===== src/design/gdps_pkg.sv =====
`default_nettype none
package gdps_pkg;

  // Table geometry
  localparam int NUM_CLASSES = 20;
  localparam int ClassW      = 5;
  localparam int TableDepth  = NUM_CLASSES * NUM_CLASSES;
  localparam int IdxW        = $clog2(TableDepth);
  localparam int GateW       = 16;
  localparam int EntryW      = GateW + 1;

  // Datapath widths
  localparam int CoordW = 24;
  localparam int DiffW  = CoordW + 1;
  localparam int SqW    = 2 * DiffW;
  localparam int RadW   = 2 * GateW;
  localparam int RootW  = GateW;
  localparam int RemW   = RootW + 4;
  localparam int ScoreW = 16;

  // Iterative units: two result bits per pipeline stage
  localparam int SqSteps  = 2;
  localparam int SqStages = RootW / SqSteps;
  localparam int DvSteps  = 2;
  localparam int DvStages = ScoreW / DvSteps;

  localparam logic [ScoreW-1:0] ScoreMax = '1;

  // Command codes
  typedef enum logic {
    CmdLoad  = 1'b0,
    CmdScore = 1'b1
  } gdps_cmd_e;

  // Side information that travels with each item
  typedef struct packed {
    logic             valid;
    logic             allowed;
    logic             beyond;
    logic             dist_zero;
    logic [GateW-1:0] gate;
  } gdps_meta_t;

endpackage
`default_nettype wire


===== src/design/gdps_sqrt.sv =====
`default_nettype none
module gdps_sqrt (
  input  wire logic                      clk_i,
  input  wire logic                      en_i,
  input  wire logic [gdps_pkg::RadW-1:0]  rad_i,
  output logic      [gdps_pkg::RootW-1:0] root_o
);
  import gdps_pkg::*;

  logic [RemW-1:0]  rem_q  [SqStages];
  logic [RootW-1:0] root_q [SqStages];
  logic [RadW-1:0]  rad_q  [SqStages];

  for (genvar g = 0; g < SqStages; g++) begin : g_stage
    logic [RemW-1:0]  rem_in, rem_t, trial;
    logic [RootW-1:0] root_in, root_t;
    logic [RadW-1:0]  rad_in, rad_t;

    if (g == 0) begin : g_first
      assign rem_in  = '0;
      assign root_in = '0;
      assign rad_in  = rad_i;
    end else begin : g_next
      assign rem_in  = rem_q[g-1];
      assign root_in = root_q[g-1];
      assign rad_in  = rad_q[g-1];
    end

    // Resolve two root bits per stage
    always_comb begin
      rem_t  = rem_in;
      root_t = root_in;
      rad_t  = rad_in;
      trial  = '0;
      for (int k = 0; k < SqSteps; k++) begin
        rem_t = {rem_t[RemW-3:0], rad_t[RadW-1 -: 2]};
        rad_t = {rad_t[RadW-3:0], 2'b00};
        trial = RemW'({root_t, 2'b01});
        if (rem_t >= trial) begin
          rem_t  = rem_t - trial;
          root_t = {root_t[RootW-2:0], 1'b1};
        end else begin
          root_t = {root_t[RootW-2:0], 1'b0};
        end
      end
    end

    always_ff @(posedge clk_i) begin
      if (en_i) begin
        rem_q[g]  <= rem_t;
        root_q[g] <= root_t;
        rad_q[g]  <= rad_t;
      end
    end
  end

  assign root_o = root_q[SqStages-1];

endmodule
`default_nettype wire


===== config.mk =====
export PLATFORM = sky130hd
export DESIGN_NAME = gdps_sqrt
export DESIGN_NICKNAME = d
export VERILOG_FILES = /design/src/design/gdps_pkg.sv /design/src/design/gdps_sqrt.sv
export SDC_FILE = /design/constraint.sdc
export NUM_CORES = 1
export LEC_CHECK = 0
export BUFFER_PORTS_ARGS = -buffer_cell sky130_fd_sc_hd__buf_2
export CORE_MARGIN = 2
export CORE_UTILIZATION = 25
export DETAILED_ROUTE_END_ITERATION = 6
export GPL_TIMING_DRIVEN = 0
export HOLD_SLACK_MARGIN = 0.03
export PLACE_DENSITY = 0.46
export SLEW_MARGIN = 25
export SYNTH_ARGS = -nofsm -noshare
export SYNTH_HDL_FRONTEND = slang
export SYNTH_SLANG_ARGS = --single-unit

===== constraint.sdc =====
create_clock -name clk_i -period 7 [get_ports clk_i]
set_input_delay 1.4 -clock clk_i [delete_from_list [all_inputs] [get_ports clk_i]]
set_output_delay 1.4 -clock clk_i [all_outputs]
set_load 0.1 [all_outputs]

==> Word-level counts from Yosys, hierarchy flattened <==
Memory sizes are Yosys's and may differ from the RTL's.
Index checks and enable logic that the tools add are counted.
{ "classes": {"n_mux": 34, "n_addsub": 16, "magnitude_cmp": 16} }
{ "ops": {"columns": ["op", "count"], "rows": [
  ["20-bit by 18-bit greater-or-equal comparator with 1-bit output", 14],
  ["20-bit two-way mux", 8],
  ["18-bit two-way mux", 8],
  ["20-bit by 18-bit subtractor with 20-bit output", 7],
  ["18-bit subtractor", 7],
  ["20-bit by 3-bit greater-or-equal comparator with 1-bit output", 1],
  ["20-bit by 3-bit subtractor with 20-bit output", 1],
  ["1-bit two-way mux", 18],
  ["2-bit by 1-bit subtractor with 3-bit output, second input constant", 1],
  ["2-bit by 1-bit greater-or-equal comparator with 1-bit output, second input constant", 1]
]} }
{ "totals": {"input_bits": 34, "output_inout_bits": 16, "ff_bits": 0, "mem_count": 3, "ram_bits": 512} }
{ "mem_list": {"columns": ["name", "depth", "word_bits", "read_ports", "rd_ports_with_merged_regs", "wr", "line", "source"], "rows": [
  ["rad_q", 8, 28, 7, 0, 8, "gdps_sqrt.sv:12", "logic [RadW-1:0] rad_q [SqStages];"],
  ["rem_q", 8, 20, 7, 0, 8, "gdps_sqrt.sv:10", "logic [RemW-1:0] rem_q [SqStages];"],
  ["root_q", 8, 16, 8, 0, 8, "gdps_sqrt.sv:11", "logic [RootW-1:0] root_q [SqStages];"]
]} }

==> Logic depth before layout (Yosys ltp) <==
An unclocked memory read counts as a cell.
{ "depth": {"ltp_word": 5, "mapped_depth": 25, "depth_no_buf": 23} }

==> Worst setup path before layout <==
OpenSTA, ideal clock, no wires.
{ "synth_path": {"path_type": "reg-to-reg", "startpoint": "mem rem_q[4][7] (netlist name)", "endpoint": "mem rem_q[5][13] (netlist name) (data pin)", "setup_slack_ns": 2.047, "arrival_ns": 4.695, "path_stages_with_launch": 22, "setup_time_ns": 0.258, "synth_period_minus_slack_ns": 4.953, "path_cell_list": "edfxtp_1 > ha_1 > clkbuf_1 > a21o_1 > a21oi_1 > o21ai_0 > nor4b_2 > clkbuf_1 > mux2_2 > ha_1 > a21oi_1 > nor2b_1 > o21ai_0 > nand2b_1 > nor3_1 > a21oi_1 > a21oi_1 > nand2_1 > nor3b_2 > clkbuf_1 > nor2_1 > xnor2_1"} }
{ "synth_lines": {"columns": ["element", "line"], "rows": [
  ["from (decl)", "gdps_sqrt.sv:10"]
]} }

==> flow_summary_export.csv <==
group,metric,value,unit
worst_setup_path,crit_top_cell,"a21oi_1",
sta,relSlewSlack,32.7,%
clock_network,hold_buffers,0,
worst_setup_path,crit_family,"simple AND/OR/NAND/NOR gates",
routing,dr.pass1.iters,5,
sta,setup_violations,0,
sta,fin_setup_tns,0,ns
sta,setup_ws,0.668,ns
worst_setup_path,cp_slowest_cell,"nor4b_2",
place,port_buffers,49,
global_routing,antenna_found_initial,0,
synth,ys.warnings.count,0,
global_routing,grt_pass1_vias,13900,
synth,synthArstFlopShare,0,%
worst_setup_path,cp-end-kind,"flop",
sta,grt_setup_unrepaired,"no",
clock_network,htreeDepth,2,
worst_setup_path,slowest_delay,0.87,ns
final_layout,fill_cells,7817,
clock_network,numCtsBuffers,38,
final_layout,area_growth_syn_to_layout,15.3,%
power,p_leak,8.50,nW
routing,vias,13800,
sta,fmax,158,MHz
synth,synth_seq_cells,302,
clock_network,cts_resized,0,
synth,synth_top_area_cell,"edfxtp_1",
worst_setup_path,path_class,"reg2reg",
sta,slew_violations,0,
synth,syn_inst,1835,
clock_network,cts_tree,"yes",
synth,syn_area,19000,µm²
die,coreArea,75700,µm²
min_path,hold_depth,0,
clock_network,cts.reportedPaths.clkPinSlew,0.06,ns
routing,ant_nets,0,
sta,hold_viol,0,
synth,synth_cell_types,85,
synth,ys_seq_area_share,47.6,%
worst_setup_path,critPathLaunchType,"flop",
status,status,"complete, no violations",
run,maxCapViolCount,0,
routing,drt-initial-drc-count,759,
routing,wirelength,46.7,mm
clock_network,ctsLongestPathBuffers,3,
synth,synth_edf_count,302,
routing,vias_per_cell,4.70,
worst_setup_path,cp.depth,21,
final_layout,nets,2111,
sta,skew,0.0413,ns
power,vdd_drop_max,0.000154,V
synth,synth_ff_type,"edfxtp_1",
final_layout,final_cell_mix,"edfxtp_1, nand2_1, ha_1",
worst_setup_path,worstPathMaxFanout,10,
global_routing,grt_max_degree,89,
die,die_area,78400,µm²
sta,worstMarginPinSlew,1.01,ns
clock_network,clock_sinks,302,
place,hpwl,36.5,mm
place,detailed_place.area,20600,µm²
routing,post_drt_wl_per_cell,15.9,µm
die,io_pins,50,
synth,syn_avg_cell_area,10.4,µm²
global_routing,overflow,0,
sta,min_period_over_period,90.5,%
routing,drc,0,
sta,fin_crit,6.33,ns
global_routing,grt_pass1_wl,74.7,mm
final_layout,final_common_cell,"edfxtp_1",
final_layout,finalInstanceArea,21900,µm²
place,routabilityCongestion,0.845,
clock_network,postCtsSetupBuffers,0,
die,die_h,280,µm
min_path,hold_path_class,"reg2reg",
synth,synth.area.top_cells,"edfxtp_1, ha_1, xnor2_1",
synth,netlist.area_leader.share,47.6,%
clock_network,cts-root-buf,"clkbuf_16",
global_routing,track_usage,11.9,%
final_layout,diodes,0,
final_layout,final_layout_size_suffix_gt1_share,9.00,%
final_layout,final_core_util,29.0,%
worst_setup_path,cp.arrival,6.58,ns
worst_setup_path,critPathBufInv,4,
worst_setup_path,r2r_cells,21,
clock_network,worstSkewPairLatency,0.57,ns
die,die_width,280,µm
worst_setup_path,crit_chain,"inv_1 -> ha_1 -> clkbuf_1 -> a21o_1 -> a21oi_1 -> o21ai_0 -> nor4b_2 -> clkbuf_1 -> mux2_2 -> ha_1 -> a21oi_1 -> nor2b_1 -> o21ai_0 -> nand2b_1 -> nor3_1 -> a21oi_1 -> a21oi_1 -> nand2_1 -> nor3b_2 -> clkbuf_1 -> o21ai_0",
die,rows,101,
power,pwr_density_cell,320,nW/µm²
worst_setup_path,cp.required,7.25,ns
place,dpl_worst_slack,0.111,ns
die,initial_utilization,25.2,%
## cells in the mapped netlist, types with 35 or more instances
cell type  count
a21o_1        49
a21oi_1      130
edfxtp_1     302
ha_1         149
inv_1        128
nand2_1      163
nand3_1       35
nor2_1       147
nor3_1        47
o21ai_0      115
xnor2_1      100
xor2_1        67
## state kept, by name (all words and copies together), names as in the netlist
register / flops
root_q: 72
rem_q: 118
rad_q: 112
## routing by layer
metal  share of wire, %  vias up  global-route usage [%]
met5                  0        -                       0
met4                2.9        0                    4.09
met3                3.0       89                    1.74
met2                 50      223                    21.5
met1                 44     6547                    14.4
li1                   -     6937                       -
## power breakdown
group	total, mW	internal [mW]	leakage (nW)	switching (mW)
registers	2.53	2.37	2.89	0.165
logic	2.46	0.984	4.98	1.47
clock network	2.04	1.25	0.632	0.786
total	7.03	4.60	8.50	2.42
## final timing paths
kind | startpoint | to | slack, ns
hold / removal | rad_q[0][16] | rad_q[1][20] | 0.39
setup / recovery | root_q[1][7] | rem_q[5][6] | 0.67
setup reg to reg | root_q[1][7] | rem_q[5][6] | 0.67
hold reg to reg | rad_q[0][16] | rad_q[1][20] | 0.39
## worst register-to-register path, cell delays in order (launching register included)
cell and delay (ns):
edfxtp_1 0.38, inv_1 0.13, ha_1 0.24, clkbuf_1 0.18, a21o_1 0.20, a21oi_1 0.23
o21ai_0 0.20, nor4b_2 0.87, clkbuf_1 0.48, mux2_2 0.44, ha_1 0.35, a21oi_1 0.17
nor2b_1 0.06, o21ai_0 0.15, nand2b_1 0.12, nor3_1 0.16, a21oi_1 0.17, a21oi_1 0.22
nand2_1 0.13, nor3b_2 0.51, clkbuf_1 0.42, o21ai_0 0.24
## per-stage QoR
step | instances | total power [mW] | hold slack (ns)
floorplan | 1836 | 4.37 | 0.400
global placement | 2863 | 5.02 | 0.403
detailed placement | 2867 | 5.03 | 0.405
CTS | 2935 | 7.12 | 0.381
global route | 2934 | 7.52 | 0.404
finish | 2934 | 7.03 | 0.391
## final cells by class
class | instances | area, µm² | area share [%]
well taps | 978 | 1220 | 5.58
clock buffers | 43 | 991 | 4.52
multi-input cells | 1365 | 9330 | 42.5
repair buffers | 53 | 365 | 1.66
clock inverters | 25 | 319 | 1.45
plain buffers | 38 | 156 | 0.713
inverters | 130 | 494 | 2.25
flip-flops and latches | 302 | 9070 | 41.3
## kinds of logic after synthesis
family | after synthesis | share of synthesized area [%]
other | 1 | 0.0197
DFF | 302 | 47.6
muxes | 25 | 1.40
buffers and inverters | 169 | 3.42
xor gates and xnor gates | 167 | 7.68
adders and majority gates | 149 | 9.79
AOI/OAI and AO/OA | 434 | 14.5
and+or+nand+nor | 588 | 15.5
(Power assumes the default switching activity.)
