File: src/design/gdps_ram.sv
`default_nettype none
module gdps_ram #(
  parameter int Width = 8,
  parameter int Depth = 16
) (
  input  wire logic                     clk_i,
  input  wire logic                     we_i,
  input  wire logic [$clog2(Depth)-1:0] waddr_i,
  input  wire logic [Width-1:0]         wdata_i,
  input  wire logic                     re_i,
  input  wire logic [$clog2(Depth)-1:0] raddr_i,
  output logic      [Width-1:0]         rdata_o
);

  logic [Width-1:0] mem_q [Depth];

  // Write port
  always_ff @(posedge clk_i) begin
    if (we_i) begin
      mem_q[waddr_i] <= wdata_i;
    end
  end

  // Registered read port
  always_ff @(posedge clk_i) begin
    if (re_i) begin
      rdata_o <= mem_q[raddr_i];
    end
  end

endmodule
`default_nettype wire

File: config.mk
export PLATFORM = sky130hd
export DESIGN_NAME = gdps_ram
export DESIGN_NICKNAME = d
export VERILOG_FILES = /design/src/design/gdps_ram.sv
export SDC_FILE = /design/constraint.sdc
export NUM_CORES = 1
export LEC_CHECK = 0
export BUFFER_PORTS_ARGS = -buffer_cell sky130_fd_sc_hd__clkbuf_2
export CELL_PAD_IN_SITES_DETAIL_PLACEMENT = 0
export CELL_PAD_IN_SITES_GLOBAL_PLACEMENT = 1
export CORE_ASPECT_RATIO = 0.6
export CORE_MARGIN = 2
export CORE_UTILIZATION = 48
export CTS_CLUSTER_SIZE = 10
export DETAILED_ROUTE_END_ITERATION = 8
export PLACE_DENSITY = 0.77
export RECOVER_POWER = 25
export SYNTH_ARGS = -nofsm -noshare
export SYNTH_HDL_FRONTEND = slang
export SYNTH_SLANG_ARGS = --single-unit
File: constraint.sdc
create_clock -name clk_i -period 1.6 [get_ports clk_i]
set_input_delay 0.16 -clock clk_i [delete_from_list [all_inputs] [get_ports clk_i]]
set_output_delay 0.16 -clock clk_i [all_outputs]
set_load 0.01 [all_outputs]
* Word level (Yosys, flattened, before mapping)
Memory sizes are Yosys's and may differ from the RTL's. A register that Yosys moved wholly into a read port is not among the register bits.
Index checks and enable logic that the tools add are counted.
** Word-level totals
- Output and inout port bits :: 8
- Logic and storage cells :: 3
- Flip-flop bits (word level) :: 0
- Memories kept :: 1
- Bits in writable memories :: 128
** Memory list
- mem_q :: words 16, bits a word 8, read ports 1, clocked after memory_dff 1, write ports 1, line 15 : logic [Width-1:0] mem_q [Depth];
** Cells by class
- Multiplexer cells :: 2
** Operators with widths (count)
- 1-bit 2-to-1 mux :: 2

* Logic depth before layout (Yosys ltp)
Gate-level depths: netlist of run 1.
- Depth after elaboration :: 2
- Gate-level depth with buffers :: 5
- Gate-level depth less buffers :: 3

* Worst setup path before layout of run 1
No wires, ideal clock.
- Path kind :: input to register
- Start point :: in waddr_i[2]
- End point :: mem mem_q[0][0] (enable)
- Data arrival time :: 1270 ps
- Path slack :: -53 ps
- Library setup time :: 383 ps
- Stages on the path :: 2
- Cell sequence :: or3b_2 > nor3_1
** RTL lines
- start, declared :: line 8 : input wire logic [$clog2(Depth)-1:0] waddr_i,
- end, declared :: line 15
Straight into the memory's write port.

==> results.tsv, run 1 <==
metric	value	unit
CP max stage delay	0.54	ns
commonest cells after routing, fill and taps aside	edfxtp_1 (136), clkbuf_2 (20), buf_4 (20), mux4_2 (18), clkbuf_16 (17)	
Core Region	0.0106	mm^2
gp weighted congestion	0.765	
cell area after synthesis	0.00523	mm^2
met2 Use GR	24.3	%
postcts setup bufs	0	
vias per std cell	5.69	
Antenna Cells	0	
Hold Buf Count CTS	0	
Final Max Tran Viols	0	
Worst path top cell family by delay	multiplexers	
MaxCap Viol Count	0	
Placed Area	0.00566	mm^2
Seq/Total Area, Yosys	78.1	%
PortBufs	26	
initial antenna violation count	0	
CP Cell Sequence	mux4_1 > a22oi_1 > nand2_1	
worst slew pin tran	0.691	ns
met1 GRT Util	29.9	%
synthesis-stage register bit count	136	
Min Hold Slack	0.181	ns
Setup CP Type	reg2reg	
CP arrival	1.65	ns
DR iter-0 viols	187	
met3 Resource Use GR	6.32	%
fin crit share	94.0	%
WP data required	1.74	ns
htree depth	4	
# resized after CTS	0	
first-pass GRT wire length	15.3	mm
Slew Limit Headroom	53.8	%
Num CTS Buffers	17	
f_max	665	MHz
CP Launch Type	register	
die extent in y	84.8	um
worst-skew pair later-pin latency	0.41	ns
Final Cell Area	0.00625	mm^2
grt ovf	0	
Peak VDD IR	0.753	mV
row count	29	
worst-path maximum fanout	1	
warnings from Yosys	0	
Syn Inst Count	229	
Yosys cell types	18	
Synth Flop Type	edfxtp_1	
# setup viols final	0	
vias in the first global route	2498	
clk slew on worst S/H paths	0.05	ns
clk root buf	clkbuf_16	
RSZ-0062 raised after global routing	no	
Crit. End Element	register	
ys async rst share	0	%
Pleak	2.13	nW
gr busiest metal	met1	
largest net degree at the start of global routing	33	
Die W	139	um
hold crit path type	in2reg	
Post-Syn Nets	248	
# DRC	0	
DRT Wirelength	10.2	mm
Max stage delay cell, worst path	mux4_1	
fill count	755	
Final min period	1.50	ns
Clock Skews	0.00635	ns
fraction of layout cells with a size suffix above 1	30.0	%
Post-synth EDFFs	136	
count of final hold-check violations	0	
CTS Buffer Depth	2	
num ports	27	
power per cell area	1330	mW/mm^2
CTS Sinks	136	
Starting Density	49.3	%
Global Route Usage Sum	18.6	%
routed via count	2496	
P&R area growth vs syn	19.5	%
detailed-route wire length per cell	23.2	um
DIE AREA	0.0118	mm^2
Detail Placement HPWL	6.70	mm
most common cell after layout, fill and taps aside	edfxtp_1	
mean post-synth cell area	22.8	um^2
result of the run	complete, no violations	
CP Buf/Inv Count	0	
Final ANT Viol Nets	0	
Layout Nets	306	
DRT Pass-1 Iters	4	
CTS tree	done	
==> area by class of cell <==
type	count	area [um^2]	share of cell area, %
Sequential cell	136	4080	65.4
Multi-Input combinational cell	83	1060	17.0
Tap cell	139	174	2.78
Clock inverter	11	154	2.46
Timing Repair Buffer	49	333	5.33
Clock buffer	21	440	7.05
==> metal layers <==
| metal | vias to the layer above | wire length (um) |
|---|---|---|
| met4 | 0 | 87 |
| met2 | 90 | 4280 |
| met3 | 10 | 866 |
| li1 | 1098 | - |
| met5 | - | 0 |
| met1 | 1298 | 4950 |
==> synth_stat cells, types with 2 or more instances <==
master           instances  area (um^2)
edfxtp_1               136         4080
mux4_2                  18          405
a22oi_1                 16          120
mux4_1                  14          368
nor2_1                  13         48.8
nand2_1                  9         33.8
nor3_1                   4         20.0
buf_2                    3         15.0
buf_6                    3         33.8
clkdlybuf4s25_2          3         30.0
nand2b_1                 2         12.5
nand3b_1                 2         15.0
==> final timing paths <==
kind                     end  slack (ns)          from  depth (start not counted)
setup / recovery  rdata_o[5]         0.1   mem_q[1][5]                          3
setup reg to reg  rdata_o[5]         0.1   mem_q[1][5]                          3
hold reg to reg   rdata_o[3]        0.75  mem_q[11][3]                          3
hold / removal    rdata_o[3]        0.18          re_i                          1
==> state kept, by name, summed over array words and instances (netlist names) <==
name / flops
rdata_o: 8
mem_q: 128
==> cells by family after synthesis <==
family | synth area share, %
DFF | 78.1
muxes | 14.8
and+or+nand+nor | 3.14
AOI/OAI and AO/OA | 2.30
buffers and inverters | 1.65
==> report_power, final <==
part	leakage, nW	total (W)	switching (W)	internal (W)
clock	0.296	0.00392	0.00134	0.00258
sequential	1.24	0.00404	0.0000240	0.00402
combinational	0.595	0.000379	0.000215	0.000164
total	2.13	0.00834	0.00157	0.00676
==> metrics by stage <==
stage | utilization, % | total power (W) | cells | setup TNS (ns) | setup WS (ns)
5_1_grt | 59.0 | 0.00860 | 439 | 0 | 0.0429
6_report | 59.0 | 0.00834 | 439 | 0 | 0.0962
4_1_cts | 59.0 | 0.00841 | 439 | 0 | 0.0878
3_3_place_gp | 53.4 | 0.00449 | 407 | -0.509 | -0.110
2_1_floorplan | - | 0.00432 | 229 | 0 | 0.158
3_5_place_dp | 53.4 | 0.00450 | 407 | -0.600 | -0.125
==> worst register-to-register path, stage by stage (launching register included) <==
cell      delay (ns)
edfxtp_1        0.36
mux4_1          0.54
a22oi_1         0.21
nand2_1         0.12
No activity file was read; power rests on OpenSTA's default activity.
==> inputs of run 2 (changes only) <==
Settings changed: CORE_MARGIN 2 to 4.
==> run 2 against run 1 <==
Against the previous run: critical path depth unchanged; maximum frequency up 1.3%; sequential power about the same; clock skew down 0.0024 ns; largest power group unchanged; via count down 0.76%; design area up 0.28%; combinational power about the same; setup slack better by 0.019 ns; highest routed layer unchanged; global-route usage down 0.64 points; worst hold slack better by 0.020 ns.
==> results.tsv, run 2 (same netlist as run 1, synthesis figures left out) <==
metric	value	unit
Worst path top cell family by delay	multiplexers	
register share of total power	48.6	%
RR Startpoint	mem_q[10][3]	
CP Launch Type	register	
f_max	673	MHz
PortBufs	26	
switching share of power	18.9	%
# resized after CTS	0	
count of final hold-check violations	0	
Global Route Usage Sum	18.0	%
htree depth	4	
worst slew pin tran	0.791	ns
CP Cell Sequence	mux4_1 > a22oi_1 > nand2_1	
Die W	143	um
DR iter-0 viols	217	
Min Hold Slack	0.201	ns
Crit. End Element	register	
postcts setup bufs	0	
Hold Buf Count CTS	0	
RSZ-0062 raised after global routing	no	
routed via count	2477	
DIE AREA	0.0127	mm^2
first-pass GRT wire length	15.4	mm
DRT Wirelength	10.3	mm
Clk pwr share	46.8	%
worst-skew pair later-pin latency	0.41	ns
NetSw	0.00157	W
# setup viols final	0	
Setup CP Type	reg2reg	
CTS tree	done	
Final Max Tran Viols	0	
min-delay src	wdata_i[3]	
row count	29	
num ports	27	
WHS Endpoint	mem_q[11][3]	
CP arrival	1.64	ns
Comb pwr share	4.6	%
Slew Limit Headroom	47.2	%
WP depth	3	
MaxCap Viol Count	0	
Layout Nets	309	
max reg flops	128	
clk root buf	clkbuf_16	
vias in the first global route	2447	
Final ANT Viol Nets	0	
power per cell area	1330	mW/mm^2
detailed-route wire length per cell	23.4	um
CTS Buffer Depth	2	
fraction of layout cells with a size suffix above 1	29.8	%
Clock Skews	0.00397	ns
# DRC	0	
grt ovf	0	
CTS Sinks	136	
commonest cells after routing, fill and taps aside	edfxtp_1 (136), buf_4 (23), clkbuf_2 (19), mux4_2 (18), clkbuf_16 (17)	
most common cell after layout, fill and taps aside	edfxtp_1	
Detail Placement HPWL	6.66	mm
Int Pwr	0.00675	W
clk slew on worst S/H paths	0.06	ns
fin crit share	92.8	%
Regs by FF count	mem_q (128), rdata_o (8)	
CP max stage delay	0.54	ns
hold crit path type	in2reg	
WP data required	1.75	ns
P&R area growth vs syn	19.8	%
DP Cell Count	410	
CP Buf/Inv Count	0	
die extent in y	88.8	um
Core Region	0.0106	mm^2
Starting Density	49.3	%
Peak VDD IR	0.777	mV
result of the run	complete, no violations	
Biggest register	mem_q	
Max stage delay cell, worst path	mux4_1	
vias per std cell	5.62	
initial antenna violation count	0	
Pleak	2.13	nW
hold path depth	1	
Final min period	1.49	ns
worst-path maximum fanout	1	
reg-to-reg slack, setup	0.11	ns
RR Endpoint	rdata_o[3]	
R2R depth	3	
Num CTS Buffers	17	
Final Instance Count excl. Fillers	441	
largest net degree at the start of global routing	20	
DRT Pass-1 Iters	5	
Antenna Cells	0	
gp weighted congestion	0.774	
==> run 2: cell count changes in the layout (fill, tap and decap cells not counted), sizes merged <==
cell and delta:
clkinvlp +1, buf +3, clkbuf -2
==> run 2: routing by layer <==
layer	vias up	GRT usage (%)	part of all wire [%]
li1	1106	-	-
met3	13	6.43	5.6
met5	-	0	0
met4	0	5.95	1.2
met2	65	25.0	43
met1	1293	26.8	50
==> run 2: per-stage QoR <==
stage / total power [W] / setup TNS, ns / worst slack (ns) / util [%] / area, um^2
floorplan: 0.00432 / 0 / 0.158 / - / 5230
global placement: 0.00449 / -0.414 / -0.117 / 53.6 / 5680
detailed placement: 0.00450 / -0.483 / -0.105 / 53.6 / 5680
CTS: 0.00837 / 0 / 0.114 / 59.2 / 6270
global route: 0.00860 / 0 / 0.0888 / 59.1 / 6260
finish: 0.00831 / 0 / 0.115 / 59.1 / 6260
==> run 2: layout make-up <==
class	instances	area, um^2
clock buffer	19	433
timing repair buffer	52	354
tap	139	174
fill	772	4330
sequential	136	4080
multi-input combinational	83	1060
clock inverter	12	158
==> run 2: power groups by stage <==
stage	registers [W]	logic, W	clock network, W
finish	0.00404	0.000380	0.00389
global route	0.00405	0.000411	0.00414
CTS	0.00404	0.000387	0.00394
detailed placement	0.00411	0.000386	0
global placement	0.00411	0.000378	0
floorplan	0.00411	0.000203	0
==> run 2: how the worst max path moves through the flow <==
stage	to	from
3_5_place_dp	rdata_o[3]	raddr_i[0]
3_3_place_gp	rdata_o[3]	raddr_i[0]
2_1_floorplan	rdata_o[1]	raddr_i[0]
6_report	rdata_o[3]	mem_q[10][3]
5_1_grt	rdata_o[2]	mem_q[10][2]
4_1_cts	rdata_o[7]	mem_q[0][7]
==> run 2: worst register-to-register path, delay by kind of cell (launching register included) <==
kind             cells  cell delay [ns]
AO/OA/AOI/OAI        1             0.25
multiplexers         1             0.54
AND/OR/NAND/NOR      1             0.07
flip-flops           1             0.38
==> inputs of run 3 (changes only) <==
Settings changed: CORE_ASPECT_RATIO 0.6 to 0.5, RECOVER_POWER 25 to unset.
==> run 3 against run 2 <==
Against the previous run: global-route usage shrank 0.34 points; combinational power grew 9.2%; clock skew up 0.0012 ns; design area grew 2.0%; sequential power hardly changed; wire length shrank 0.28%; count of clock-buffer cells in the layout shrank 2; via count increased by 3.9%; worst hold slack worse by 0.077 ns; setup slack worse by 0.035 ns; total power grew 3.5%; flip-flop and latch count is the same.
==> results.tsv, run 3 (same netlist as run 1, synthesis figures left out) <==
metric	value	unit
result of the run	complete, no violations	
worst-skew pair later-pin latency	0.41	ns
largest net degree at the start of global routing	18	
CP arrival	1.67	ns
RSZ-0062 raised after global routing	no	
Slew Limit Headroom	71.0	%
Final ANT Viol Nets	0	
htree depth	4	
Num CTS Buffers	17	
worst-path maximum fanout	1	
WP data required	1.75	ns
Register Area	0.00408	mm^2
vias in the first global route	2681	
Final Max Tran Viols	0	
grt ovf	0	
MaxCap Viol Count	0	
DRT Pass-1 Iters	4	
first-pass GRT wire length	15.7	mm
worst slew pin tran	0.433	ns
Final Instance Count excl. Fillers	450	
# DRC	0	
CTS Buffer Depth	2	
vias per std cell	5.72	
routed via count	2573	
Global Route Usage Sum	17.7	%
commonest cells after routing, fill and taps aside	edfxtp_1 (136), buf_4 (29), clkbuf_2 (26), mux4_2 (18), clkbuf_16 (17)	
count of final hold-check violations	0	
postcts setup bufs	0	
fraction of layout cells with a size suffix above 1	34.8	%
hold crit path type	in2reg	
most common cell after layout, fill and taps aside	edfxtp_1	
row count	26	
Biggest register	mem_q	
DR iter-0 viols	274	
power per cell area	1350	mW/mm^2
PortBufs	26	
Core Region	0.0104	mm^2
Min Hold Slack	0.124	ns
Clock Skews	0.00514	ns
multi-input logic area	0.00107	mm^2
f_max	658	MHz
Final min period	1.52	ns
Setup CP Type	reg2reg	
clk root buf	clkbuf_16	
DIE AREA	0.0127	mm^2
Die W	156	um
Crit. End Element	register	
gp weighted congestion	0.792	
DRT Wirelength	10.3	mm
CP Launch Type	register	
fin crit share	95.0	%
clk slew on worst S/H paths	0.06	ns
Regs by FF count	mem_q (128), rdata_o (8)	
Pleak	2.20	nW
Peak VDD IR	0.644	mV
P&R area growth vs syn	22.2	%
initial antenna violation count	0	
max reg flops	128	
fill count	710	
CTS Sinks	136	
# setup viols final	0	
die extent in y	81.8	um
Antenna Cells	0	
Tot Pwr	0.00860	W
Layout Nets	316	
detailed-route wire length per cell	22.9	um
Detail Placement HPWL	6.59	mm
Starting Density	50.2	%
CTS tree	done	
num ports	27	
DP Cell Count	418	
run 3: changes by cell type in the layout (fill, tap and decap cells not counted), sizes merged:
| cell | previous run | this run |
|---|---|---|
| buf | 26 | 33 |
| clkbuf | 45 | 43 |
| bufinv | 4 | 5 |
| clkinv | 7 | 8 |
| clkinvlp | 1 | 2 |
run 3: cell type report:
class	count	share of cell area, %
clock buffer	17	6.66
clock inverter	15	3.25
multi-input combinational	83	16.7
sequential	136	63.9
tap	140	2.74
timing repair buffer	59	6.70
run 3: what timing repair did:
item	CTS	global route
gates resized for setup	0	1
hold buffers	0	0
setup endpoints to repair	0	1
run 3: metrics by stage:
step	setup slack, ns	util, %	setup TNS [ns]	area, um^2
after global placement	-0.205	55.2	-1.03	5750
after global routing	0.00296	61.4	0	6390
after detailed placement	-0.210	55.2	-1.13	5750
final	0.0797	61.4	0	6390
after CTS	0.0328	61.3	0	6380
after floorplan	0.158	-	0	5230
run 3: path summary, 6_finish.rpt:
kind | from | end | slack, ns | depth (start not counted)
worst max-delay path | mem_q[0][0] | rdata_o[0] | 0.08 | 3
worst min-delay path | re_i | rdata_o[2] | 0.12 | 1
worst max register to register | mem_q[0][0] | rdata_o[0] | 0.08 | 3
worst min register to register | mem_q[14][7] | rdata_o[7] | 0.74 | 3
run 3: critical path, cell delays in order (launching register included):
cell and delay, ns:
edfxtp_1 0.37, mux4_1 0.53, a22oi_2 0.23, nand2_1 0.13
run 3: metal layers:
| layer | GRT usage, % | part of all wire [%] |
|---|---|---|
| met1 | 23.7 | 44 |
| met2 | 27.2 | 47 |
| met3 | 6.84 | 7.8 |
| met4 | 5.50 | 1.3 |
| met5 | 0 | 0 |
run 3: where the power goes:
part | leakage [nW] | internal [W] | switching [W]
combinational | 0.666 | 0.000188 | 0.000227
sequential | 1.24 | 0.00402 | 0.0000204
clock | 0.303 | 0.00274 | 0.00141
total | 2.20 | 0.00694 | 0.00166
