**src/design/gdps_pkg.sv**
```systemverilog
`default_nettype none
package gdps_pkg;

  // Table geometry
  localparam int NUM_CLASSES = 20;
  localparam int ClassW      = 5;
  localparam int TableDepth  = NUM_CLASSES * NUM_CLASSES;
  localparam int IdxW        = $clog2(TableDepth);
  localparam int GateW       = 16;
  localparam int EntryW      = GateW + 1;

  // Datapath widths
  localparam int CoordW = 24;
  localparam int DiffW  = CoordW + 1;
  localparam int SqW    = 2 * DiffW;
  localparam int RadW   = 2 * GateW;
  localparam int RootW  = GateW;
  localparam int RemW   = RootW + 4;
  localparam int ScoreW = 16;

  // Iterative units: two result bits per pipeline stage
  localparam int SqSteps  = 2;
  localparam int SqStages = RootW / SqSteps;
  localparam int DvSteps  = 2;
  localparam int DvStages = ScoreW / DvSteps;

  localparam logic [ScoreW-1:0] ScoreMax = '1;

  // Command codes
  typedef enum logic {
    CmdLoad  = 1'b0,
    CmdScore = 1'b1
  } gdps_cmd_e;

  // Side information that travels with each item
  typedef struct packed {
    logic             valid;
    logic             allowed;
    logic             beyond;
    logic             dist_zero;
    logic [GateW-1:0] gate;
  } gdps_meta_t;

endpackage
`default_nettype wire

```
**src/design/gdps_div.sv**
```systemverilog
`default_nettype none
module gdps_div (
  input  wire logic                       clk_i,
  input  wire logic                       en_i,
  input  wire logic [gdps_pkg::GateW-1:0]  num_i,
  input  wire logic [gdps_pkg::GateW-1:0]  den_i,
  output logic      [gdps_pkg::ScoreW-1:0] quo_o
);
  import gdps_pkg::*;

  logic [GateW-1:0]  rem_q [DvStages];
  logic [GateW-1:0]  den_q [DvStages];
  logic [ScoreW-1:0] quo_q [DvStages];

  for (genvar g = 0; g < DvStages; g++) begin : g_stage
    logic [GateW-1:0]  rem_in, den_in;
    logic [ScoreW-1:0] quo_in, quo_t;
    logic [GateW:0]    rem_t;

    if (g == 0) begin : g_first
      assign rem_in = num_i;
      assign den_in = den_i;
      assign quo_in = '0;
    end else begin : g_next
      assign rem_in = rem_q[g-1];
      assign den_in = den_q[g-1];
      assign quo_in = quo_q[g-1];
    end

    // Restoring division, two quotient bits per stage
    always_comb begin
      rem_t = {1'b0, rem_in};
      quo_t = quo_in;
      for (int k = 0; k < DvSteps; k++) begin
        rem_t = {rem_t[GateW-1:0], 1'b0};
        if (rem_t >= {1'b0, den_in}) begin
          rem_t = rem_t - {1'b0, den_in};
          quo_t = {quo_t[ScoreW-2:0], 1'b1};
        end else begin
          quo_t = {quo_t[ScoreW-2:0], 1'b0};
        end
      end
    end

    always_ff @(posedge clk_i) begin
      if (en_i) begin
        rem_q[g] <= rem_t[GateW-1:0];
        den_q[g] <= den_in;
        quo_q[g] <= quo_t;
      end
    end
  end

  assign quo_o = quo_q[DvStages-1];

endmodule
`default_nettype wire

```
**config.mk**
```make
export PLATFORM = sky130hd
export DESIGN_NAME = gdps_div
export DESIGN_NICKNAME = d
export VERILOG_FILES = /design/src/design/gdps_pkg.sv /design/src/design/gdps_div.sv
export SDC_FILE = /design/constraint.sdc
export NUM_CORES = 1
export LEC_CHECK = 0
export BUFFER_PORTS_ARGS = -buffer_cell sky130_fd_sc_hd__buf_2
export CORE_MARGIN = 2
export CORE_UTILIZATION = 32
export CTS_CLUSTER_DIAMETER = 80
export DETAILED_ROUTE_END_ITERATION = 10
export MAX_ROUTING_LAYER = met4
export PLACE_DENSITY = 0.48
export SLEW_MARGIN = 30
export SYNTH_ARGS = -nofsm -noshare
export SYNTH_HDL_FRONTEND = slang
export SYNTH_SLANG_ARGS = --single-unit
```
**constraint.sdc**
```tcl
create_clock -name clk_i -period 6.7 [get_ports clk_i]
set_input_delay 2.01 -clock clk_i [delete_from_list [all_inputs] [get_ports clk_i]]
set_output_delay 2.01 -clock clk_i [all_outputs]
set_load 0.01 [all_outputs]
```
; ---- After elaboration in Yosys (flattened, before gate mapping)
; Memories as Yosys holds them, arrays and structs flattened.
; Index checks and enable logic that the tools add are counted.
[word_totals]
reg_bits = 0
latch_bits = 0
mem_bits_rw = 384
romBits = 0
in_bits = 34
output_inout_bits = 16
wordCells = 69
memories = 3
[mem_list]
columns = memory, depth, word_bits, read_ports, rd_clocked_by_memory_dff, write_ports, line
row1 = den_q, 8, 16, 7, 0, 8, gdps_div.sv:12  ; logic [GateW-1:0] den_q [DvStages];
row2 = quo_q, 8, 16, 8, 0, 8, gdps_div.sv:13  ; logic [ScoreW-1:0] quo_q [DvStages];
row3 = rem_q, 8, 16, 7, 0, 8, gdps_div.sv:11  ; logic [GateW-1:0] rem_q [DvStages];
[op_classes]
add_sub_neg = 16
n_mul = 0
div_mod_pow = 0
n_lt_le_gt_ge = 16
eq_ne = 0
shift = 0
muxes = 34
n_bitwise = 0
n_reduce_logical = 0
[op_table]
columns = op, n
row1 = greater-or-equal comparator 17 x 16 -> 1 bit, 16
row2 = two-way mux 16 bit, 16
row3 = subtractor 16 bit, 16
row4 = two-way mux 1 bit, 18

; ---- Longest topological paths before layout
; Gate-level depths: netlist (run 1).
; An unclocked memory read counts as a cell.
[depth]
ltp_word = 5
mapped_depth = 23
depth_no_buf = 22

; ---- Least setup slack after synthesis (run 1)
; Ideal clock, no wire load.
[synth_path]
path_type = input to register
startpoint = input port den_i[1] in the netlist's numbering
endpoint = memory rem_q[0][10] (data pin)
arrival_time_ps = 5972
t_required_ps = 6440
setup_slack_ps = 468
cell_stages = 20
cell_sequence = inv_1 ha_1 nor2b_1 o31a_1 o21ai_1 a21o_1 o211ai_1 a41oi_1 buf_2 mux2_2 ha_1 o21a_1 o31a_1 o211ai_1 o211ai_1 o2111ai_1 and4b_1 o211ai_2 buf_2 mux2_2
[synth_lines]
columns = item, line
row1 = start: declaration, gdps_div.sv:6  ; input wire logic [gdps_pkg::GateW-1:0] den_i,
row2 = end: declaration, gdps_div.sv:11

==> flow_metrics.tcl, run 1 <==
set metrics [dict create \
    run_status "completed" \
    synth_nets 2519 \
    grt_pass1_vias 16600 \
    synthArstFlopShare 0 \
    place.gp.congestion 0.892 \
    synth-seq-cells 296 \
    critPathMaxFanout 16 \
    finalClockSkew_ns 0.0218 \
    drc_errors 0 \
    die_w_um 271 \
    viasPerCell 5.17 \
    antenna_cells 0 \
    io_buffers 49 \
    wl_mm 58.7 \
    rows 97 \
    clock_path_buffers 3 \
    reg2reg_to "rem_q[4][8]" \
    hold_path_end "quo_q[1][7]" \
    grt_setup_unrepaired "false" \
    syn_area_sq_um 22800 \
    numClockSinks 296 \
    synth_mux_area_frac 0.0702 \
    antenna_found_initial 1 \
    rr_worst_depth 20 \
    critPathArrivalTime_ns 6.54 \
    final_common_cell "edfxtp_1" \
    slew_violations 0 \
    cts_tree "yes" \
    setup_slack_ns 0.458 \
    synth-simple-area-share 0.111 \
    min_from "quo_q[0][53]" \
    slew_headroom 0.414 \
    drt_iter0_markers 1081 \
    synth_compound_gate_area_share 0.182 \
    dieHeight_um 271 \
    fin_crit_sh 0.932 \
    firstDrtPassIters 5 \
    routedWlPerCell_um 17.9 \
    netlist_instances 2229 \
    synth_edf_count 296 \
    yosys_most_used_dff "edfxtp_1" \
    rr_startpoint "den_q[3][1]" \
    setup_viol 0 \
    grt_pass1_wl_mm 92.5 \
    yosysSeqAreaShare 0.389 \
    grt_max_degree 103 \
    ys_warn_count 0 \
    clk_latency_ns 0.56 \
    hold_depth 0 \
    path_clk_slew_ns 0.06 \
    tightest_slew_ns 0.878 \
    min_period_ns 6.24 \
    h-tree-depth 2 \
    fp.dieArea_sq_um 73500 \
    synthXorXnorAreaFrac 0.0683 \
    ios 50 \
    hold_class "flop to flop" \
    most-common-layout-cells "edfxtp_1 (296), ha_1 (248), a21oi_1 (178), inv_1 (174), nand2_1 (137)" \
    hold_viol 0 \
    cts_made_buffers 39 \
    synthAdderAreaFrac 0.143 \
    startpoint_type "input port" \
    synth_area_per_cell_sq_um 10.2 \
    synth.distinct_cells 83 \
    grt_use_total 0.163 \
    num_vias 16900 \
    endpoint_kind "flop" \
    finalSetupTns_ns 0 \
    fin_util 0.363 \
    grt_overflow 0 \
    r2r_setup_slack_ns 0.84 \
    critical_path_class "input port to flop" \
    fmax_mhz 160 \
    drive_above_1_share 0.129 \
    start_util 0.325 \
    area_growth_pct 11.9 \
    cts-resized-gates 0 \
    post-dp-hpwl_mm 46.6 \
    synth_top_family_by_area "compound AO/OA/AOI/OAI gates" \
    drv_cap 0 \
    cts-root-buf "clkbuf_16" \
    cts_setup_buffers 0 \
    fp.coreArea_sq_um 70300 \
    cts_hold_buf 0 \
    fin_nets 2594 \
    place_ws_ns 0.0279 \
    required_ns 7.00 \
    ant_nets 0 \
]
-- cells in the mapped netlist, types with 6 or more instances --
| cell type | number | area [sq um] |
|---|---|---|
| a211oi_1 | 26 | 195 |
| a21o_1 | 82 | 616 |
| a21oi_1 | 178 | 891 |
| a31o_2 | 6 | 52.6 |
| a31oi_1 | 19 | 119 |
| a41oi_1 | 7 | 61.3 |
| and2_1 | 12 | 75.1 |
| and3_1 | 13 | 81.3 |
| and4_1 | 8 | 70.1 |
| buf_2 | 12 | 60.1 |
| clkbuf_1 | 15 | 56.3 |
| edfxtp_1 | 296 | 8890 |
| fa_1 | 8 | 160 |
| ha_1 | 248 | 3100 |
| inv_1 | 174 | 653 |
| mux2_2 | 127 | 1430 |
| mux2_4 | 8 | 120 |
| nand2_1 | 137 | 514 |
| nand2b_1 | 24 | 150 |
| nand3_1 | 34 | 170 |
| nand4_1 | 30 | 188 |
| nor2_1 | 133 | 499 |
| nor2b_1 | 37 | 231 |
| nor3_1 | 42 | 210 |
| nor4_1 | 9 | 56.3 |
| o2111ai_1 | 8 | 70.1 |
| o211ai_1 | 16 | 120 |
| o21a_1 | 46 | 345 |
| o21ai_0 | 125 | 626 |
| o21bai_1 | 21 | 158 |
| o31a_1 | 13 | 114 |
| o31ai_1 | 14 | 105 |
| o41ai_1 | 6 | 52.6 |
| or2_2 | 11 | 68.8 |
| or3_1 | 13 | 81.3 |
| xnor2_1 | 119 | 1040 |
| xor2_1 | 59 | 517 |
-- worst max path at each step --
stage	endpoint	slack [ns]	depth (start not counted)	start
after floorplan	rem_q[0][10]	0.47	20	den_i[1]
after global placement	rem_q[0][10]	0.09	22	den_i[1]
after detailed placement	rem_q[0][12]	0.03	21	den_i[1]
after CTS	rem_q[0][6]	0.60	21	den_i[1]
after global routing	rem_q[0][12]	0.21	22	den_i[1]
final	rem_q[0][12]	0.46	22	den_i[2]
-- layer usage --
metal  GRT usage  share of wire
met5           -              0
met4      0.0473          0.027
met3      0.0235          0.037
met2       0.264           0.47
met1       0.211           0.47
-- area by class of cell --
class                      instances  area (sq um)
multi-input combinational       1721         13100
clock buffer                      46          1020
timing repair buffer              69           430
clock inverter                    22           258
sequential                       296          8890
fill                            6974         44700
inverter                         177           664
tap                              940          1180
-- kinds of logic (layout without fill, tap and decap cells) --
kind of cell	Yosys count	after routing
buf+inv	212	314
compound gates	629	629
simple gates	518	518
mux	140	140
xor+xnor	178	178
fa+ha+maj	256	256
flops	296	296
-- registers in the layout (all words and copies together), names as in the netlist --
register	cells
den_q	112
quo_q	72
rem_q	112
-- metrics by stage --
step | hold WS, ns | instance area (sq um) | std cells
after floorplan | 0.400 | 22800 | 2229
after global placement | 0.402 | 24300 | 3203
after detailed placement | 0.405 | 24300 | 3203
after CTS | 0.397 | 25500 | 3271
after global routing | 0.407 | 25500 | 3271
final | 0.398 | 25500 | 3271
-- critical path: stages --
cell and delay (ns):
buf_2 0.09, inv_1 0.06, ha_1 0.38, o21a_1 0.14
o31a_1 0.19, o21ai_1 0.10, a21o_1 0.21, o211ai_1 0.26
a41oi_1 0.15, buf_4 0.21, inv_2 0.18, mux2_2 0.38
ha_1 0.36, nand4_1 0.21, nor3_1 0.25, o211ai_1 0.14
o211ai_1 0.15, o2111ai_1 0.16, and4b_1 0.26, o211ai_2 0.11
buf_12 0.18, mux2_2 0.34
Power of run 1 is not shown: default switching activity piles up to over one toggle a cycle in this logic, so the estimate is an artifact.
==> run 2, diff against run 1 <==
--- a/config.mk
+++ b/config.mk
@@ -8,6 +8,7 @@
 export BUFFER_PORTS_ARGS = -buffer_cell sky130_fd_sc_hd__buf_2
 export CORE_MARGIN = 2
 export CORE_UTILIZATION = 32
+export CTS_BUF_LIST = sky130_fd_sc_hd__clkbuf_8
 export CTS_CLUSTER_DIAMETER = 80
 export DETAILED_ROUTE_END_ITERATION = 10
 export MAX_ROUTING_LAYER = met4
==> flow_metrics.tcl, run 2 (synthesis gave the netlist of run 1 again) <==
set metrics [dict create \
    routedWlPerCell_um 17.9 \
    slew_violations 0 \
    crit_buf_inv 5 \
    met3WireLength_mm 2.39 \
    antenna_found_initial 2 \
    fin_nets 2611 \
    fin_crit_sh 0.916 \
    h-tree-depth 2 \
    final_common_cell "edfxtp_1" \
    hold_viol 0 \
    grt_setup_unrepaired "false" \
    numClockSinks 296 \
    place.gp.congestion 0.892 \
    grt_overflow 0 \
    cts_hold_buf 0 \
    cts-root-buf "clkbuf_8" \
    viasPerCell 5.16 \
    cpPeakStageDelay_ns 0.35 \
    area_growth_pct 11.4 \
    finalSetupTns_ns 0 \
    path_clk_slew_ns 0.06 \
    path_cells "buf_2 > inv_1 > ha_1 > nor2b_1 > o31a_1 > o21ai_1 > a21o_1 > o211ai_1 > a41oi_1 > buf_4 > inv_2 > mux2_2 > ha_1 > nand4_1 > nor3_1 > o211ai_1 > o211ai_1 > o2111ai_1 > and4b_1 > o211ai_2 > buf_12 > mux2_2" \
    highest_layer "met4" \
    cts_made_buffers 56 \
    rr_startpoint "den_q[3][1]" \
    fp.coreArea_sq_um 70300 \
    firstDrtPassIters 5 \
    crit_slowest_cell "ha_1" \
    cpLargestDelayFamily "compound AO/OA/AOI/OAI gates" \
    start_util 0.325 \
    finalClockSkew_ns 0.0190 \
    rows 97 \
    drive_above_1_share 0.134 \
    met1_length_mm 27.5 \
    fmax_mhz 163 \
    cpMostUsedCell "o211ai_1" \
    largestRegisters "den_q (112), rem_q (112), quo_q (72)" \
    ios 50 \
    cts-resized-gates 0 \
    grt_max_degree 103 \
    grt_pass1_wl_mm 92.8 \
    run_status "completed" \
    critical_path_class "input port to flop" \
    critPathMaxFanout 16 \
    endpoint_kind "flop" \
    drt_iter0_markers 1103 \
    num_vias 17000 \
    setup.worst_path.start "den_i[1]" \
    drv_cap 0 \
    ant_nets 0 \
    cts_tree "yes" \
    drc_errors 0 \
    fp.dieArea_sq_um 73500 \
    most-common-layout-cells "edfxtp_1 (296), ha_1 (248), inv_1 (185), a21oi_1 (178), nand2_1 (137)" \
    io_buffers 49 \
    startpoint_type "input port" \
    slew_headroom 0.413 \
    wl_mm 59.1 \
    hold_class "flop to flop" \
    required_ns 7.08 \
    grt_pass1_vias 16800 \
    min_from "quo_q[1][41]" \
    die_w_um 271 \
    grt_use_total 0.163 \
    wl_met2_mm 27.6 \
    clock_path_buffers 3 \
    clk_latency_ns 0.63 \
    dieHeight_um 271 \
    post-dp-hpwl_mm 46.6 \
    critPathArrivalTime_ns 6.52 \
    cts_setup_buffers 0 \
    min_period_ns 6.14 \
    setup_viol 0 \
    tightest_slew_ns 0.878 \
]
==> run 2: per-stage QoR <==
stage | instances | instance area (sq um) | worst slack (ns) | hold slack [ns] | utilization
finish | 3301 | 25400 | 0.563 | 0.411 | 0.362
floorplan | 2229 | 22800 | 0.468 | 0.400 | -
global route | 3301 | 25400 | 0.262 | 0.416 | 0.362
detailed placement | 3203 | 24300 | 0.0279 | 0.405 | 0.345
CTS | 3300 | 25400 | 0.723 | 0.400 | 0.362
global placement | 3203 | 24300 | 0.0942 | 0.402 | 0.345
==> run 2: worst paths after layout <==
kind | end | slack, ns | depth (start not counted)
worst max register to register | rem_q[4][8] | 0.83 | 20
worst min register to register | quo_q[1][59] | 0.41 | 0
worst max-delay path | rem_q[0][8] | 0.56 | 22
worst min-delay path | quo_q[1][59] | 0.41 | 0
==> run 2: area by class of cell <==
type | instances | area (sq um)
Fill cell | 7026 | 44800
Multi-Input combinational cell | 1721 | 13100
Sequential cell | 296 | 8890
Tap cell | 940 | 1180
Clock buffer | 57 | 785
Inverter | 177 | 664
Timing Repair Buffer | 69 | 430
Clock inverter | 40 | 378
Antenna cell | 1 | 2.50
==> run 2: metal layers <==
metal	vias to the layer above	global-route usage
met5	-	-
met4	0	0.0513
met3	91	0.0228
met2	329	0.264
met1	8076	0.211
li1	8539	-
Power of run 2 is left out for the same reason.
==> run 3, diff against run 2 <==
--- a/config.mk
+++ b/config.mk
@@ -6,13 +6,15 @@
 export NUM_CORES = 1
 export LEC_CHECK = 0
 export BUFFER_PORTS_ARGS = -buffer_cell sky130_fd_sc_hd__buf_2
+export CELL_PAD_IN_SITES_DETAIL_PLACEMENT = 1
+export CELL_PAD_IN_SITES_GLOBAL_PLACEMENT = 1
 export CORE_MARGIN = 2
 export CORE_UTILIZATION = 32
 export CTS_BUF_LIST = sky130_fd_sc_hd__clkbuf_8
 export CTS_CLUSTER_DIAMETER = 80
 export DETAILED_ROUTE_END_ITERATION = 10
 export MAX_ROUTING_LAYER = met4
-export PLACE_DENSITY = 0.48
+export PLACE_DENSITY = 0.57
 export SLEW_MARGIN = 30
 export SYNTH_ARGS = -nofsm -noshare
 export SYNTH_HDL_FRONTEND = slang
==> flow_metrics.tcl, run 3 (synthesis gave the netlist of run 1 again) <==
set metrics [dict create \
    cpPeakStageDelay_ns 0.37 \
    wl_mm 64.4 \
    grt_pass1_vias 18000 \
    num_vias 17300 \
    grt_use_total 0.179 \
    place_area_sq_um 24300 \
    run_status "completed" \
    slew_violations 0 \
    fin_hold_ws_ns 0.406 \
    cts_tree "yes" \
    setup_viol 0 \
    finalSetupTns_ns 0 \
    io_buffers 49 \
    ios 50 \
    drt_iter0_markers 870 \
    final_common_cell "edfxtp_1" \
    grt_overflow 0 \
    fin_crit_sh 0.919 \
    clock_path_buffers 3 \
    path_cells "buf_2 > inv_1 > ha_1 > nor2b_1 > o31a_1 > o21ai_1 > a21o_1 > o211ai_1 > a41oi_1 > buf_4 > mux2_2 > ha_1 > o21a_1 > o31a_1 > o211ai_1 > o211ai_1 > o2111ai_1 > and4b_1 > o211ai_2 > buf_12 > mux2_2" \
    fp.dieArea_sq_um 73500 \
    drive_above_1_share 0.136 \
    critPathMaxFanout 16 \
    hold_viol 0 \
    viasPerCell 5.24 \
    fmax_mhz 162 \
    path_clk_slew_ns 0.06 \
    tightest_slew_ns 0.943 \
    rows 97 \
    drv_cap 0 \
    cts_setup_buffers 0 \
    cts-resized-gates 0 \
    slew_headroom 0.371 \
    post-dp-hpwl_mm 51.4 \
    required_ns 7.08 \
    critPathArrivalTime_ns 6.53 \
    clk_latency_ns 0.65 \
    h-tree-depth 2 \
    cpMostUsedCell "o211ai_1" \
    fin_nets 2611 \
    cts-root-buf "clkbuf_8" \
    cts_hold_buf 0 \
    ant_nets 0 \
    die_w_um 271 \
    grt_pass1_wl_mm 102 \
    design_area_sq_um 25400 \
    cts_made_buffers 55 \
    finalClockSkew_ns 0.0392 \
    critical_path_class "input port to flop" \
    fillers 7920 \
    numClockSinks 296 \
    startpoint_type "input port" \
    area_growth_pct 11.2 \
    most-common-layout-cells "edfxtp_1 (296), ha_1 (248), inv_1 (183), a21oi_1 (178), nand2_1 (137)" \
    grt_setup_unrepaired "false" \
    antenna_found_initial 1 \
    place.gp.congestion 0.891 \
    firstDrtPassIters 5 \
    fp.coreArea_sq_um 70300 \
    grt_max_degree 102 \
    dieHeight_um 271 \
    largestRegisters "den_q (112), rem_q (112), quo_q (72)" \
    crit_slowest_cell "mux2_2" \
    endpoint_kind "flop" \
    hold_class "flop to flop" \
    drc_errors 0 \
    start_util 0.325 \
    min_period_ns 6.15 \
    routedWlPerCell_um 19.5 \
]
-- run 3: changes by cell type in the layout (fill, tap and decap cells not counted) --
| cell | previous run | this run |
|---|---|---|
| o21ai_4 | 0 | 1 |
| inv_1 | 185 | 183 |
| buf_4 | 18 | 19 |
| inv_6 | 0 | 1 |
| clkinv_4 | 1 | 0 |
| clkinv_2 | 7 | 13 |
| bufinv_16 | 8 | 5 |
| clkinv_1 | 13 | 14 |
| o21ai_2 | 1 | 0 |
| clkinvlp_4 | 1 | 3 |
| clkbuf_8 | 57 | 56 |
-- run 3: per-stage QoR --
step	instances	utilization	worst slack [ns]
6_report	3305	0.361	0.546
3_3_place_gp	3204	0.345	0.114
3_5_place_dp	3204	0.345	-0.0282
4_1_cts	3304	0.361	0.461
5_1_grt	3305	0.361	0.159
2_1_floorplan	2229	-	0.468
-- run 3: critical path: cells and delay by family --
| kind | cells | cell delay [ns] |
|---|---|---|
| AO/OA/AOI/OAI | 11 | 2.12 |
| adder cells (fa/ha/maj) | 2 | 0.61 |
| buffers and inverters | 4 | 0.66 |
| multiplexers | 2 | 0.65 |
| AND/OR/NAND/NOR | 2 | 0.47 |
-- run 3: worst paths after layout --
| path | startpoint | end | slack, ns | depth (start not counted) |
|---|---|---|---|---|
| hold / removal | quo_q[0][55] | quo_q[1][9] | 0.41 | 0 |
| hold reg to reg | quo_q[0][55] | quo_q[1][9] | 0.41 | 0 |
| setup / recovery | den_i[1] | rem_q[0][11] | 0.55 | 21 |
| setup reg to reg | den_q[1][1] | rem_q[2][4] | 0.64 | 20 |
-- run 3: final cells by class --
cell class / count / area, sq um / area share
Multi-Input combinational cell: 1721 / 13100 / 0.516
Sequential cell: 296 / 8890 / 0.350
Tap cell: 940 / 1180 / 0.0463
Clock buffer: 56 / 771 / 0.0304
Inverter: 177 / 664 / 0.0262
Timing Repair Buffer: 70 / 438 / 0.0173
Clock inverter: 44 / 329 / 0.0130
Antenna cell: 1 / 2.50 / 0.0000986
-- run 3: per-layer routing --
metal | GRT usage | vias to the layer above | wire length [um]
li1 | - | 8528 | -
met1 | 0.230 | 8473 | 30200
met2 | 0.298 | 236 | 30900
met3 | 0.0216 | 89 | 2040
met4 | 0.0457 | 0 | 1310
met5 | - | - | 0
Power of run 3 is left out for the same reason.
